===== config.mk =====
export PLATFORM = sky130hd
export DESIGN_NAME = fsg_ctrl
export DESIGN_NICKNAME = d
export VERILOG_FILES = /design/src/hdl/assert_macros.svh /design/src/hdl/fsg_pkg.sv /design/src/hdl/fsg_ctrl.sv
export SDC_FILE = /design/constraint.sdc
export NUM_CORES = 1
export LEC_CHECK = 0
export BUFFER_PORTS_ARGS = -buffer_cell sky130_fd_sc_hd__buf_2
export CAP_MARGIN = 10
export CORE_MARGIN = 1.5
export CORE_UTILIZATION = 35
export DETAILED_ROUTE_END_ITERATION = 7
export GPL_TIMING_DRIVEN = 0
export RECOVER_POWER = 25
export SLEW_MARGIN = 40
export SYNTH_ARGS = -nofsm -noshare
export SYNTH_HDL_FRONTEND = slang
export SYNTH_SLANG_ARGS = --single-unit

===== constraint.sdc =====
create_clock -name clk -period 2.2 [get_ports clk]
set_clock_uncertainty 0.05 [all_clocks]
set_input_delay 0.44 -clock clk [delete_from_list [all_inputs] [get_ports clk]]
set_output_delay 0.44 -clock clk [all_outputs]
set_load 0.03 [all_outputs]

===== src/hdl/assert_macros.svh =====
// assertion macros used by the top-level rtl file
`ifndef ASSERT_MACROS_SVH
`define ASSERT_MACROS_SVH

`ifndef NO_ASSERTIONS

`define ASSERT_IMPLIES(label, clk, rst_n, ante, cons, msg) \
    label: assert property (@(posedge clk) disable iff (!rst_n) (ante) |-> (cons)) \
        else $error(msg);

`define ASSERT_NEXT(label, clk, rst_n, ante, cons, msg) \
    label: assert property (@(posedge clk) disable iff (!rst_n) (ante) |=> (cons)) \
        else $error(msg);

`else

`define ASSERT_IMPLIES(label, clk, rst_n, ante, cons, msg)

`define ASSERT_NEXT(label, clk, rst_n, ante, cons, msg)

`endif

`endif


===== src/hdl/fsg_pkg.sv =====
// shared types and constants of the falling sand grid
`default_nettype none

package fsg_pkg;

    localparam int GRID_DIM  = 128;
    localparam int IDX_W     = $clog2(GRID_DIM);
    localparam int ADDR_W    = $clog2(GRID_DIM * GRID_DIM);
    localparam int CNT_W     = $clog2(GRID_DIM + 1);
    localparam int FIELD_W   = 7;
    localparam int COLOR_W   = 24;
    localparam int CLEAR_W   = 8;
    localparam logic [31:0] RANDOM_SEED = 32'hdeadbeef;

    typedef enum logic [1:0] {
        OP_WRITE = 2'd0,
        OP_READ  = 2'd1,
        OP_SWEEP = 2'd2,
        OP_CLEAR = 2'd3
    } op_t;

    typedef enum logic [1:0] {
        RD_HOST   = 2'd0,
        RD_BOTTOM = 2'd1,
        RD_ROW    = 2'd2,
        RD_PREV   = 2'd3
    } occ_rd_src_t;

    typedef enum logic [1:0] {
        WR_HOST  = 2'd0,
        WR_ZERO  = 2'd1,
        WR_BELOW = 2'd2,
        WR_LAST  = 2'd3
    } occ_wr_src_t;

    typedef struct packed {
        logic        host_write;
        logic        host_capture;
        logic        occ_rd;
        occ_rd_src_t occ_rd_src;
        logic        occ_wr;
        occ_wr_src_t occ_wr_src;
        logic        row_load_sweep;
        logic        row_load_bottom;
        logic        row_dec;
        logic        cnt_load;
        logic        cnt_dec;
        logic        below_from_rd;
        logic        cur_from_rd;
        logic        shift;
        logic        col_init;
        logic        visit;
        logic        out_load;
        logic        out_read;
    } dp_cmd_t;

    typedef struct packed {
        logic col_last;
        logic row_zero;
        logic cnt_zero;
    } dp_status_t;

endpackage

`default_nettype wire


===== src/hdl/fsg_ctrl.sv =====
// controller state machine sequencing requests, sweeps and clears
`default_nettype none

module fsg_ctrl (
    input  logic                clk,
    input  logic                rst_n,
    input  logic                in_valid,
    output logic                in_ready,
    input  logic [1:0]          operation,
    output logic                out_valid,
    input  logic                out_ready,
    input  fsg_pkg::dp_status_t status,
    output fsg_pkg::dp_cmd_t    cmd
);
    import fsg_pkg::*;

    typedef enum logic [8:0] {
        S_INIT     = 9'b000000001,
        S_IDLE     = 9'b000000010,
        S_CLEAR    = 9'b000000100,
        S_SW_RD1   = 9'b000001000,
        S_SW_LD    = 9'b000010000,
        S_SW_CELL  = 9'b000100000,
        S_SW_END   = 9'b001000000,
        S_SW_FLUSH = 9'b010000000,
        S_RESULT   = 9'b100000000
    } state_t;

    state_t state_reg;
    state_t state_next;
    logic   read_reg;
    logic   read_next;
    logic   out_valid_reg;
    logic   out_valid_next;
    op_t    op;

    assign op        = op_t'(operation);
    assign in_ready  = (state_reg == S_IDLE);
    assign out_valid = out_valid_reg;

    always_comb
    begin
        cmd        = '0;
        state_next = state_reg;
        read_next  = read_reg;
        unique case (state_reg)
            S_INIT:
            begin
                cmd.occ_wr     = 1'b1;
                cmd.occ_wr_src = WR_ZERO;
                cmd.row_dec    = 1'b1;
                if (status.row_zero)
                begin
                    state_next = S_IDLE;
                end
            end
            S_IDLE:
            begin
                if (in_valid)
                begin
                    unique case (op)
                        OP_WRITE:
                        begin
                            cmd.host_write = 1'b1;
                            cmd.occ_wr     = 1'b1;
                            cmd.occ_wr_src = WR_HOST;
                            read_next      = 1'b0;
                            state_next     = S_RESULT;
                        end
                        OP_READ:
                        begin
                            cmd.occ_rd       = 1'b1;
                            cmd.occ_rd_src   = RD_HOST;
                            cmd.host_capture = 1'b1;
                            read_next        = 1'b1;
                            state_next       = S_RESULT;
                        end
                        OP_SWEEP:
                        begin
                            cmd.occ_rd         = 1'b1;
                            cmd.occ_rd_src     = RD_BOTTOM;
                            cmd.row_load_sweep = 1'b1;
                            read_next          = 1'b0;
                            state_next         = S_SW_RD1;
                        end
                        OP_CLEAR:
                        begin
                            cmd.cnt_load        = 1'b1;
                            cmd.row_load_bottom = 1'b1;
                            read_next           = 1'b0;
                            state_next          = S_CLEAR;
                        end
                        default:
                        begin
                            state_next = S_IDLE;
                        end
                    endcase
                end
            end
            S_CLEAR:
            begin
                if (status.cnt_zero)
                begin
                    state_next = S_RESULT;
                end
                else
                begin
                    cmd.occ_wr     = 1'b1;
                    cmd.occ_wr_src = WR_ZERO;
                    cmd.row_dec    = 1'b1;
                    cmd.cnt_dec    = 1'b1;
                end
            end
            S_SW_RD1:
            begin
                cmd.occ_rd        = 1'b1;
                cmd.occ_rd_src    = RD_ROW;
                cmd.below_from_rd = 1'b1;
                state_next        = S_SW_LD;
            end
            S_SW_LD:
            begin
                cmd.cur_from_rd = 1'b1;
                cmd.col_init    = 1'b1;
                state_next      = S_SW_CELL;
            end
            S_SW_CELL:
            begin
                cmd.visit = 1'b1;
                if (status.col_last)
                begin
                    state_next = S_SW_END;
                end
            end
            S_SW_END:
            begin
                cmd.occ_wr     = 1'b1;
                cmd.occ_wr_src = WR_BELOW;
                cmd.shift      = 1'b1;
                if (status.row_zero)
                begin
                    state_next = S_SW_FLUSH;
                end
                else
                begin
                    cmd.row_dec    = 1'b1;
                    cmd.occ_rd     = 1'b1;
                    cmd.occ_rd_src = RD_PREV;
                    state_next     = S_SW_LD;
                end
            end
            S_SW_FLUSH:
            begin
                cmd.occ_wr     = 1'b1;
                cmd.occ_wr_src = WR_LAST;
                state_next     = S_RESULT;
            end
            S_RESULT:
            begin
                if (!out_valid_reg || out_ready)
                begin
                    cmd.out_load = 1'b1;
                    cmd.out_read = read_reg;
                    state_next   = S_IDLE;
                end
            end
            default:
            begin
                state_next = S_IDLE;
            end
        endcase
    end

    always_comb
    begin
        out_valid_next = out_valid_reg;
        if (cmd.out_load)
        begin
            out_valid_next = 1'b1;
        end
        else if (out_ready)
        begin
            out_valid_next = 1'b0;
        end
    end

    always_ff @(posedge clk or negedge rst_n)
    begin
        if (!rst_n)
        begin
            state_reg     <= S_INIT;
            read_reg      <= 1'b0;
            out_valid_reg <= 1'b0;
        end
        else
        begin
            state_reg     <= state_next;
            read_reg      <= read_next;
            out_valid_reg <= out_valid_next;
        end
    end

endmodule

`default_nettype wire


# After elaboration in Yosys (flattened, before gate mapping)
# Index checks and enable logic that the tools add are counted.
# W data, S select, Z words.
dict set report word_totals {
  regBits 11
  latchBits 0
  mem_bits_rw 0
  romBits 0
  in_bits 9
  out_inout_bits 22
  wordCells 64
  n_memories 0
}
dict set report classes {
  n_addsub 0
  n_mul 0
  n_div 0
  order_cmp 0
  n_eq_ne 17
  shifts 0
  mux 36
  bitwise 0
  reduce_logical 8
}
# cell n
set ops {}
lappend ops {{$pmux W9 S9} 1}
lappend ops {{$mux W9} 5}
lappend ops {{$pmux W9 S3} 1}
lappend ops {{$mux W1} 15}
lappend ops {{$pmux W3 S5} 1}
lappend ops {{$mux W10} 1}
lappend ops {{$ne A2 B2 Y1 const B} 5}
lappend ops {{$eq A9 B1 Y1 const B} 1}
lappend ops {{$eq A9 B2 Y1 const B} 1}
lappend ops {{$eq A9 B3 Y1 const B} 1}
lappend ops {{$eq A9 B4 Y1 const B} 1}
lappend ops {{$eq A9 B5 Y1 const B} 1}
lappend ops {{$eq A9 B6 Y1 const B} 1}
lappend ops {{$eq A9 B7 Y1 const B} 1}
lappend ops {{$eq A9 B8 Y1 const B} 1}
lappend ops {{$eq A9 B9 Y1 const B} 1}
lappend ops {{$mux W3} 3}
lappend ops {{$pmux W3 S3} 1}
lappend ops {{$mux W2} 4}
lappend ops {{$mux W8} 1}
lappend ops {{$pmux W3 S2} 1}
lappend ops {{$reduce_and A5 Y1} 1}
lappend ops {{$eq A2 B2 Y1 const B} 2}
lappend ops {{$pmux W1 S3} 1}
lappend ops {{other kinds (9)} 9}

# Depth between registers and ports, before layout
# Gate-level depths: netlist of the first run.
dict set report depth {
  depth_word 5
  depth_mapped 6
  depth_no_buf 5
}

# Worst setup path after synthesis of the first run
# OpenSTA, ideal clock, no wires.
dict set report synth_timing {
  kind {flip-flop to output port}
  from {reg state_reg[7]}
  to {out cmd[5] in the netlist's numbering}
  t_arrival_ps 2549
  t_required_ps 1710
  setup_slack_ps -839
  path_stages_with_launch 5
  path_buffers 2
  path_cell_list {dfrtp_1 > buf_6 > or4_4 > nor4b_1 > buf_4}
}
# element line
set synth_rtl {}
lappend synth_rtl {{start, declared} fsg_ctrl.sv:29} ;# state_t state_reg;
lappend synth_rtl {{start signal, assigned} fsg_ctrl.sv:197} ;# state_reg <= state_next;
lappend synth_rtl {{end, declared} fsg_ctrl.sv:13} ;# output fsg_pkg::dp_cmd_t cmd

==> impl.org, run 1 <==
** Layout
- For this run, the post-layout net count is 181.
- Summing all multi-input logic gate instances after layout gives 759.5 um2.
- The layout has 204 filler cells.
- Cells with a size suffix above 1 make up 67.47% of the layout.
- Antenna cell count :: 0
- Final Util :: 68.72%
- After routing the design area is 1718 um2.
- Flip-flop count of the largest register, all copies and words added :: 9
- FF+latch area :: 280.3 um2
- From synthesis to final layout, the design area changed by 83.31%.

** STA
- In the post-route analysis, the smallest setup slack over all paths is -0.4608 ns.
- The final hold violation count was 0.
- Across all hold checks on the routed design, the worst slack comes to 0.3461 ns.
- The worst pin sits at a relative slew slack of 54.75%.
- Max-slew violation count :: 0
- Final setup violation count :: 17
- Counting I/O delays and the setup requirement, the final critical path takes 2.661 ns.
- Maximum frequency from static timing analysis :: 375.8 MHz
- Ratio of final minimum period to clock period :: 120.9%
- Setup repair after global routing could not meet its margin everywhere.
- Slew at the pin closest to its max-slew limit :: 0.6788 ns

** Drt
- The detail route stage leaves a number of antenna-violating nets equal to 0.
- Using the TritonRoute via totals, the vias-per-cell ratio works out to 5.179.
- The first TritonRoute pass finished after 4 iterations.
- DRT iter0 DRCs :: 9
- Vias :: 1015
- In the routed design, unresolved DRC markers number 0.
- Post-DR wirelength/cell :: 14.18 um
- Detailed-route wire length :: 2780 um

** Floorplanning
- Std cell rows :: 18
- Area of the core :: 2500 um2
- Die extent in x :: 54.75 um
- Die Outline Area :: 2997 um2
- The die is 54.75 um tall.
- Initial standard-cell utilization of the core :: 37.49%
- Number of ports placed on the die boundary :: 31

** Place
- After legalization and detailed placement, the total HPWL measured 1739 um.
- During placement, the flow inserted port buffers numbering 30.
- Worst slack after detailed placement :: -0.2739 ns
- DP Area :: 1197 um2
- Final weighted congestion of routability-driven global placement :: 0.7895

** Setup path
- Crit path launch type :: flip-flop
- In this design, the stage delay of the slowest critical-path cell is 0.60 ns.
- Critical Path Slowest Stage Cell :: sky130_fd_sc_hd__or4_4
- Cells along the critical path :: or4_4 -> or2_4 -> or3_4 -> nand3b_1 -> buf_6
- The critical path in this run is classified as reg2out.
- Along the worst path, the maximum fanout reaches 4.
- Endpoint class of the critical path :: output pin
- STA puts the critical path data required time at 1.71 ns.
- Data arrives at the worst endpoint at 2.17 ns.

** Run
- Max-cap violations in this run came to 0.

** Synthesis
- The synthesized design devotes to its leading area cell type 26.70% of total area.
- The netlist uses 43 different library cells.
- Summing the areas of all compound-gate instances in the mapped netlist gives 14.55% of the synthesized area.
- Sequential cells were found to cover 29.51% of the synthesized design area.
- Dominant combinational cell family by area after synthesis :: simple AND/OR/NAND/NOR gates
- For this run, the number of Yosys warnings is 0.
- Seq cells post-synth :: 11
- Dominant cells by area after synthesis :: sky130_fd_sc_hd__dfrtp_1 (27%), sky130_fd_sc_hd__ha_1 (6.7%), sky130_fd_sc_hd__and2_1 (4.7%), sky130_fd_sc_hd__nor2_1 (4.0%), sky130_fd_sc_hd__inv_1 (3.2%)
- Of all flip-flops after synthesis, the portion carrying an async set or reset was 100.0%.
- Synthesized area :: 937.1 um2
- Library cell occupying the most area in the post-synthesis netlist :: sky130_fd_sc_hd__dfrtp_1
- Counting every instance in the synthesized netlist gives 105.
- Synthesized netlist net count :: 119
- Number of flops mapped to enable cells by yosys :: 0
- Xor and xnor fraction of the mapped netlist area :: 2.804%
- The most used flip-flop cell after synthesis is sky130_fd_sc_hd__dfrtp_1.
- Synth Area in Adders :: 6.676%
- In the synthesized netlist, mux cells make up 2.270% of the area.
- Dividing the synthesized area by the synthesized cell count gives 8.925 um2.
- After Yosys synthesis, and, or, nand and nor cells account for 35.38% of the synthesized area.

** GRT
- GR met1 Demand/Resource :: 26.00%
- Global routing consumed, over all layers together, 20.08% of the routing resources.
- Entering global routing, the biggest net connects 12 pins.
- For met2 alone, demand over resource in global routing was 33.33%.
- The initial antenna violation count came to 0.
- Layer with the highest usage :: met2
- Number of global-route vias before repair :: 929
- After global routing the overflow that remains totals 0.
- The first global-routing pass estimated 4209 um of wire.
- Global Route met3 Usage :: 2.732%

** Power and ir drop
- Total power of the final layout :: 1.431 mW
- In this run the static leakage power is 0.8416 nW.
- Across the VDD grid, the largest voltage drop is 0.0005613 V.
- Power spread over the standard cell area amounts to 833.0 nW/um2.

** CTS
- TritonCTS created 3 clock buffers.
- Clock edge transition at the registers on the reported setup and hold paths :: 0.08 ns
- CTS tree :: yes
- Max H-tree Level :: 1
- Maximum clock insertion buffer count :: 2
- Clock latency of the later-clocked register in the worst-skew pair :: 0.27 ns
- CTS Sinks :: 11
- Buffer cell driving the clock tree root :: sky130_fd_sc_hd__clkbuf_4

** Status
- Run status :: finished with violations
- The final reports fail on negative setup slack.

** Hold path
- The min-delay analysis places its worst path in the category in2reg.
==> timing repair <==
item | in CTS | in global routing
pin swaps | 13 | 8
setup endpoints to repair | 21 | 24
hold buffers | 1 | 0
gates resized for setup | 62 | 24
buffers inserted | 19 | 8
hold endpoints to repair | 10 | 0
==> cell usage in the layout, fill, tap and decap left out, types with 5 or more instances in the layout <==
cell | netlist | layout
sky130_fd_sc_hd__buf_6 | 1 | 32
sky130_fd_sc_hd__inv_1 | 8 | 6
sky130_fd_sc_hd__ha_1 | 5 | 5
sky130_fd_sc_hd__dfrtp_1 | 10 | 7
sky130_fd_sc_hd__and2_4 | 0 | 5
sky130_fd_sc_hd__nor2_1 | 10 | 5
sky130_fd_sc_hd__buf_4 | 3 | 21
sky130_fd_sc_hd__buf_2 | 3 | 8
==> critical path: cells and delay by family, from the launching register on <==
kind	cells	cell delay, ns
and+or+nand+nor	4	1.33
buffers and inverters	1	0.13
DFF	1	0.43
==> kinds of logic after synthesis <==
kind of cell	count (synthesis)
buffers and inverters	16
multiplexers	2
AND/OR/NAND/NOR	51
AO/OA/AOI/OAI	17
XOR/XNOR	3
flip-flops	11
adder cells (fa/ha/maj)	5
==> metrics by stage <==
stage                     TNS (ns)  cells
after floorplan            -0.9021    105
after global placement      -2.172    165
after detailed placement    -2.331    165
after CTS                   -5.305    189
after global routing        -5.891    196
final                       -4.773    196
==> report_power, final <==
| part | leakage [nW] | internal [mW] | switching (mW) |
|---|---|---|---|
| registers | 0.140 | 0.243 | 0.0313 |
| clock network | 0.0150 | 0.0702 | 0.0760 |
| logic | 0.687 | 0.513 | 0.497 |
| total | 0.842 | 0.826 | 0.605 |
==> cell usage after synthesis, types with 2 or more instances <==
library cell	n
sky130_fd_sc_hd__inv_1	8
sky130_fd_sc_hd__or3_1	2
sky130_fd_sc_hd__nor2_1	10
sky130_fd_sc_hd__o21ai_0	2
sky130_fd_sc_hd__buf_4	3
sky130_fd_sc_hd__o21bai_1	3
sky130_fd_sc_hd__nand2_1	3
sky130_fd_sc_hd__or4b_1	2
sky130_fd_sc_hd__or4b_2	2
sky130_fd_sc_hd__or2_2	2
sky130_fd_sc_hd__ha_1	5
sky130_fd_sc_hd__buf_2	3
sky130_fd_sc_hd__nor3_1	4
sky130_fd_sc_hd__nand3_1	3
sky130_fd_sc_hd__nand3b_1	4
sky130_fd_sc_hd__and2_1	7
sky130_fd_sc_hd__dfrtp_1	10
sky130_fd_sc_hd__nor4b_1	3
sky130_fd_sc_hd__nor2b_1	3
sky130_fd_sc_hd__xor2_1	3
==> area by class of cell <==
class / instances / share of cell area [%]
inverter: 8 / 1.748
sequential: 11 / 16.31
multi-input combinational: 78 / 44.21
clock buffer: 4 / 1.529
tap: 30 / 2.185
timing repair buffer: 57 / 30.01
buffer: 8 / 4.006
==> worst paths after layout <==
kind | start | to | slack, ns | cells after the start
setup / recovery | state_reg[3] | cmd[14] | -0.46 | 5
hold / removal | status[2] | state_reg[5] | 0.35 | 2
setup reg to reg | state_reg[3] | state_reg[8] | 0.07 | 6
hold reg to reg | read_reg | read_reg | 0.47 | 1
max in group asynchronous | rst_n | state_reg[8] | 0.96 | 2
min in group asynchronous | rst_n | state_reg[7] | 0.66 | 2
==> metal layers <==
layer  vias up  wire (um)  share of wire (%)
met1       488       1199                 43
li1        496          -                  -
met5         -          0                  0
met4         0         28                1.0
met3         4        114                4.1
met2        27       1437                 52
Power figures use the tool's default switching activity.
==> run 2, diff against run 1 <==
==> constraint.sdc (replaced) <==
create_clock -name clk -period 2.2 [get_ports clk]
set_clock_uncertainty 0.05 [all_clocks]
set_input_delay 0.33 -clock clk [delete_from_list [all_inputs] [get_ports clk]]
set_output_delay 0.33 -clock clk [all_outputs]
set_load 0.03 [all_outputs]
==> run 2 against run 1 <==
  * The flow still finishes with violations (negative setup slack)
  * Worst hold slack lost 0.14 ns
  * Via count decreased by 4.4%
  * Clock power down 3%
  * Global-route usage fell by 1.2 points
  * Utilization down 5.6 points
  * Sequential power shrank 2%
==> impl.org, run 2 (synthesis gave the netlist of run 1 again) <==
** GRT
- Total global routing overflow :: 0
- Global routing consumed, on the met2 layer, 31.75% of the routing resources.
- The first global-routing pass estimated 4029 um of wire.
- Entering global routing, the biggest net connects 12 pins.
- The initial antenna violation count came to 0.
- GR met1 Demand/Resource :: 24.58%
- Global routing used 6.011% of the available met3 tracks.
- Total routing usage reported by global routing :: 18.86%
- The layer flagged by global routing as most heavily used is met2.
- Number of global-route vias before repair :: 885

** STA
- Final setup violation count :: 20
- Unrepaired setup endpoints after global routing :: true
- Timing would allow up to 392.4 MHz.
- Slew at the pin closest to its max-slew limit :: 0.6613 ns
- Final hold viol count :: 0
- Measured against its own limit, the worst slew margin works out to 55.91%.
- Max-slew violation count :: 0
- Ratio of final minimum period to clock period :: 115.8%
- Setup ws final :: -0.3485 ns
- The routed design could run at a clock period as short as 2.548 ns.

** Place
- OpenSTA, run right after detailed placement, puts the worst setup slack at -0.1712 ns.
- Detailed placement finished with a half-perimeter wire length of 1717 um.
- Routability-driven placement finished with a final weighted congestion of 0.8562.
- Count of input and output buffers :: 30
- DP Cell Count :: 165
- In this run the cell area measured after placement is 1186 um2.

** Layout
- Relative to the synthesized area, the layout overhead comes to 68.49%.
- After routing the design area is 1579 um2.
- The finished layout holds 193 standard cells, fillers aside.
- Share of layout cells above drive strength 1 :: 60.12%
- Flip-flop count of the largest register, all copies and words added :: 9
- Total Nets Final :: 178
- 0 antenna diodes ended up in the layout.
- Leaving out fill and tap cells, the most frequent cells in the layout are sky130_fd_sc_hd__buf_6 (24), sky130_fd_sc_hd__buf_4 (19), sky130_fd_sc_hd__buf_2 (16), sky130_fd_sc_hd__nor2_1 (8), sky130_fd_sc_hd__dfrtp_1 (8).
- The library cell used most frequently in the layout, excluding fill and tap cells, is sky130_fd_sc_hd__buf_6.

** Setup path
- Critical Path Slowest Stage Cell :: sky130_fd_sc_hd__or4_4
- The critical path runs through a total of 6 cells.
- Peak per-stage delay on the critical path :: 0.52 ns
- STA classifies the critical path startpoint as a flip-flop.
- The kind of cell with the highest combined delay along the critical path is simple AND/OR/NAND/NOR gates.
- Across all register-to-register paths, the minimum setup slack is -0.02 ns.
- In this run the worst path has a maximum fanout of 3.
- Walking the worst path, the cells encountered are buf_6 -> or4_4 -> or2_4 -> or3_4 -> nand3b_1 -> buf_6.
- The most critical setup path has its startpoint at state_reg[7].
- Worst Reg-to-Reg Cells :: 8
- Following the worst setup path forward leads to its endpoint at cmd[14].
- The startpoint identified for the worst register-to-register timing path is state_reg[7].
- CP bufs+invs :: 2
- The setup path with the least slack is of type reg2out.
- The most numerous cell type found on the critical path is sky130_fd_sc_hd__buf_6.
- Data on the critical path is required at its endpoint by 1.82 ns.
- The endpoint identified for the worst register-to-register timing path is state_reg[8].
- At the worst endpoint, the arrival time is 2.17 ns.
- The worst setup path is captured at an output pin.

** Power and ir drop
- Standby leakage power :: 0.8163 nW
- Total power density per cell area :: 858.2 nW/um2
- Across the VDD grid, the largest voltage drop is 0.0006054 V.

** Floorplanning
- The die covers 2997 um2.
- 31 I/O pins were placed.
- Std cell rows :: 18
- Die Y :: 54.75 um
- The die is 54.75 um wide.
- The initial utilization of the core area, before any placement, comes to 37.49%.
- Area of the core :: 2500 um2

** Hold path
- Class of the tightest hold or removal check :: in2reg
- The worst hold path begins at status[2].

** CTS
- Number of buffers inserted during clock tree synthesis :: 3
- In this run the number of H-tree levels came out at 1.
- CTS tree :: yes
- Buffer cell driving the clock tree root :: sky130_fd_sc_hd__clkbuf_4
- At the later pin of the worst-skew pair, clock insertion delay measures 0.27 ns.
- Clock edge transition at the registers on the reported setup and hold paths :: 0.07 ns
- Maximum clock insertion buffer count :: 2
- CTS Sinks :: 11

** Drt
- Post-DR wirelength/cell :: 13.80 um
- The detailed router placed 970 vias in this run.
- Post-route ant nets :: 0
- The first detailed-routing pass took 4 iterations.
- Dividing the detail-routed via count by the number of cells gives 5.026.
- DRT iter0 DRCs :: 11
- In the routed design, unresolved DRC markers number 0.
- Detailed-route wire length :: 2663 um

** Status
- The run finished, with violations left.
- Violations in the final reports :: negative setup slack

** Run
- Maxcap violations :: 0
## run 2: what timing repair did
action	CTS	global route
hold buffers	1	0
endpoints found under the setup margin	20	24
gates resized for setup	50	6
pin swaps	7	4
setup buffers	21	3
gates cloned	0	0
endpoints found under the hold margin	10	0
## run 2: worst min-delay path by stage
stage          cells past startpoint  slack, ns            to
2_1_floorplan                      0      -0.02     out_valid
3_3_place_gp                       1       0.17  state_reg[5]
3_5_place_dp                       1       0.17  state_reg[5]
4_1_cts                            2       0.21  state_reg[5]
5_1_grt                            2       0.20  state_reg[5]
6_report                           2       0.21  state_reg[5]
## run 2: where the power goes
part / internal [mW] / total, mW / switching [mW]
sequential: 0.242 / 0.268 / 0.0262
combinational: 0.477 / 0.945 / 0.468
clock: 0.0674 / 0.142 / 0.0747
total: 0.786 / 1.36 / 0.569
## run 2: area by class of cell
| class | instances | area (um2) |
|---|---|---|
| timing repair buffer | 54 | 447.9 |
| buffer | 8 | 63.81 |
| sequential | 11 | 279.0 |
| clock inverter | 1 | 5.005 |
| tap | 30 | 37.54 |
| multi-input combinational | 78 | 693.2 |
| fill | 200 | 920.9 |
| inverter | 8 | 30.03 |
| clock buffer | 3 | 22.52 |
## run 2: routing by layer
| layer | vias to the layer above | share of wire [%] |
|---|---|---|
| li1 | 488 | - |
| met2 | 26 | 51 |
| met1 | 454 | 44 |
| met4 | 0 | 0.34 |
| met3 | 2 | 4.7 |
| met5 | - | 0 |
## run 2: worst reg2reg max path: cells and delay by family (launching register included)
kind / cells / cell delay [ns]
buf+inv: 4 / 0.50
simple gates: 2 / 0.78
compound gates: 2 / 0.44
flops: 1 / 0.38
## run 2: metrics by stage
step | hold slack (ns) | power (mW) | setup TNS [ns] | utilization [%]
final | 0.2091 | 1.355 | -3.875 | 63.16
after global routing | 0.1998 | 1.444 | -5.547 | 63.16
after CTS | 0.2062 | 1.320 | -3.749 | 61.66
after detailed placement | 0.1729 | 0.8847 | -0.8556 | 47.45
after global placement | 0.1719 | 0.8738 | -0.8208 | 47.45
after floorplan | -0.01559 | 0.7447 | -0.4058 | -
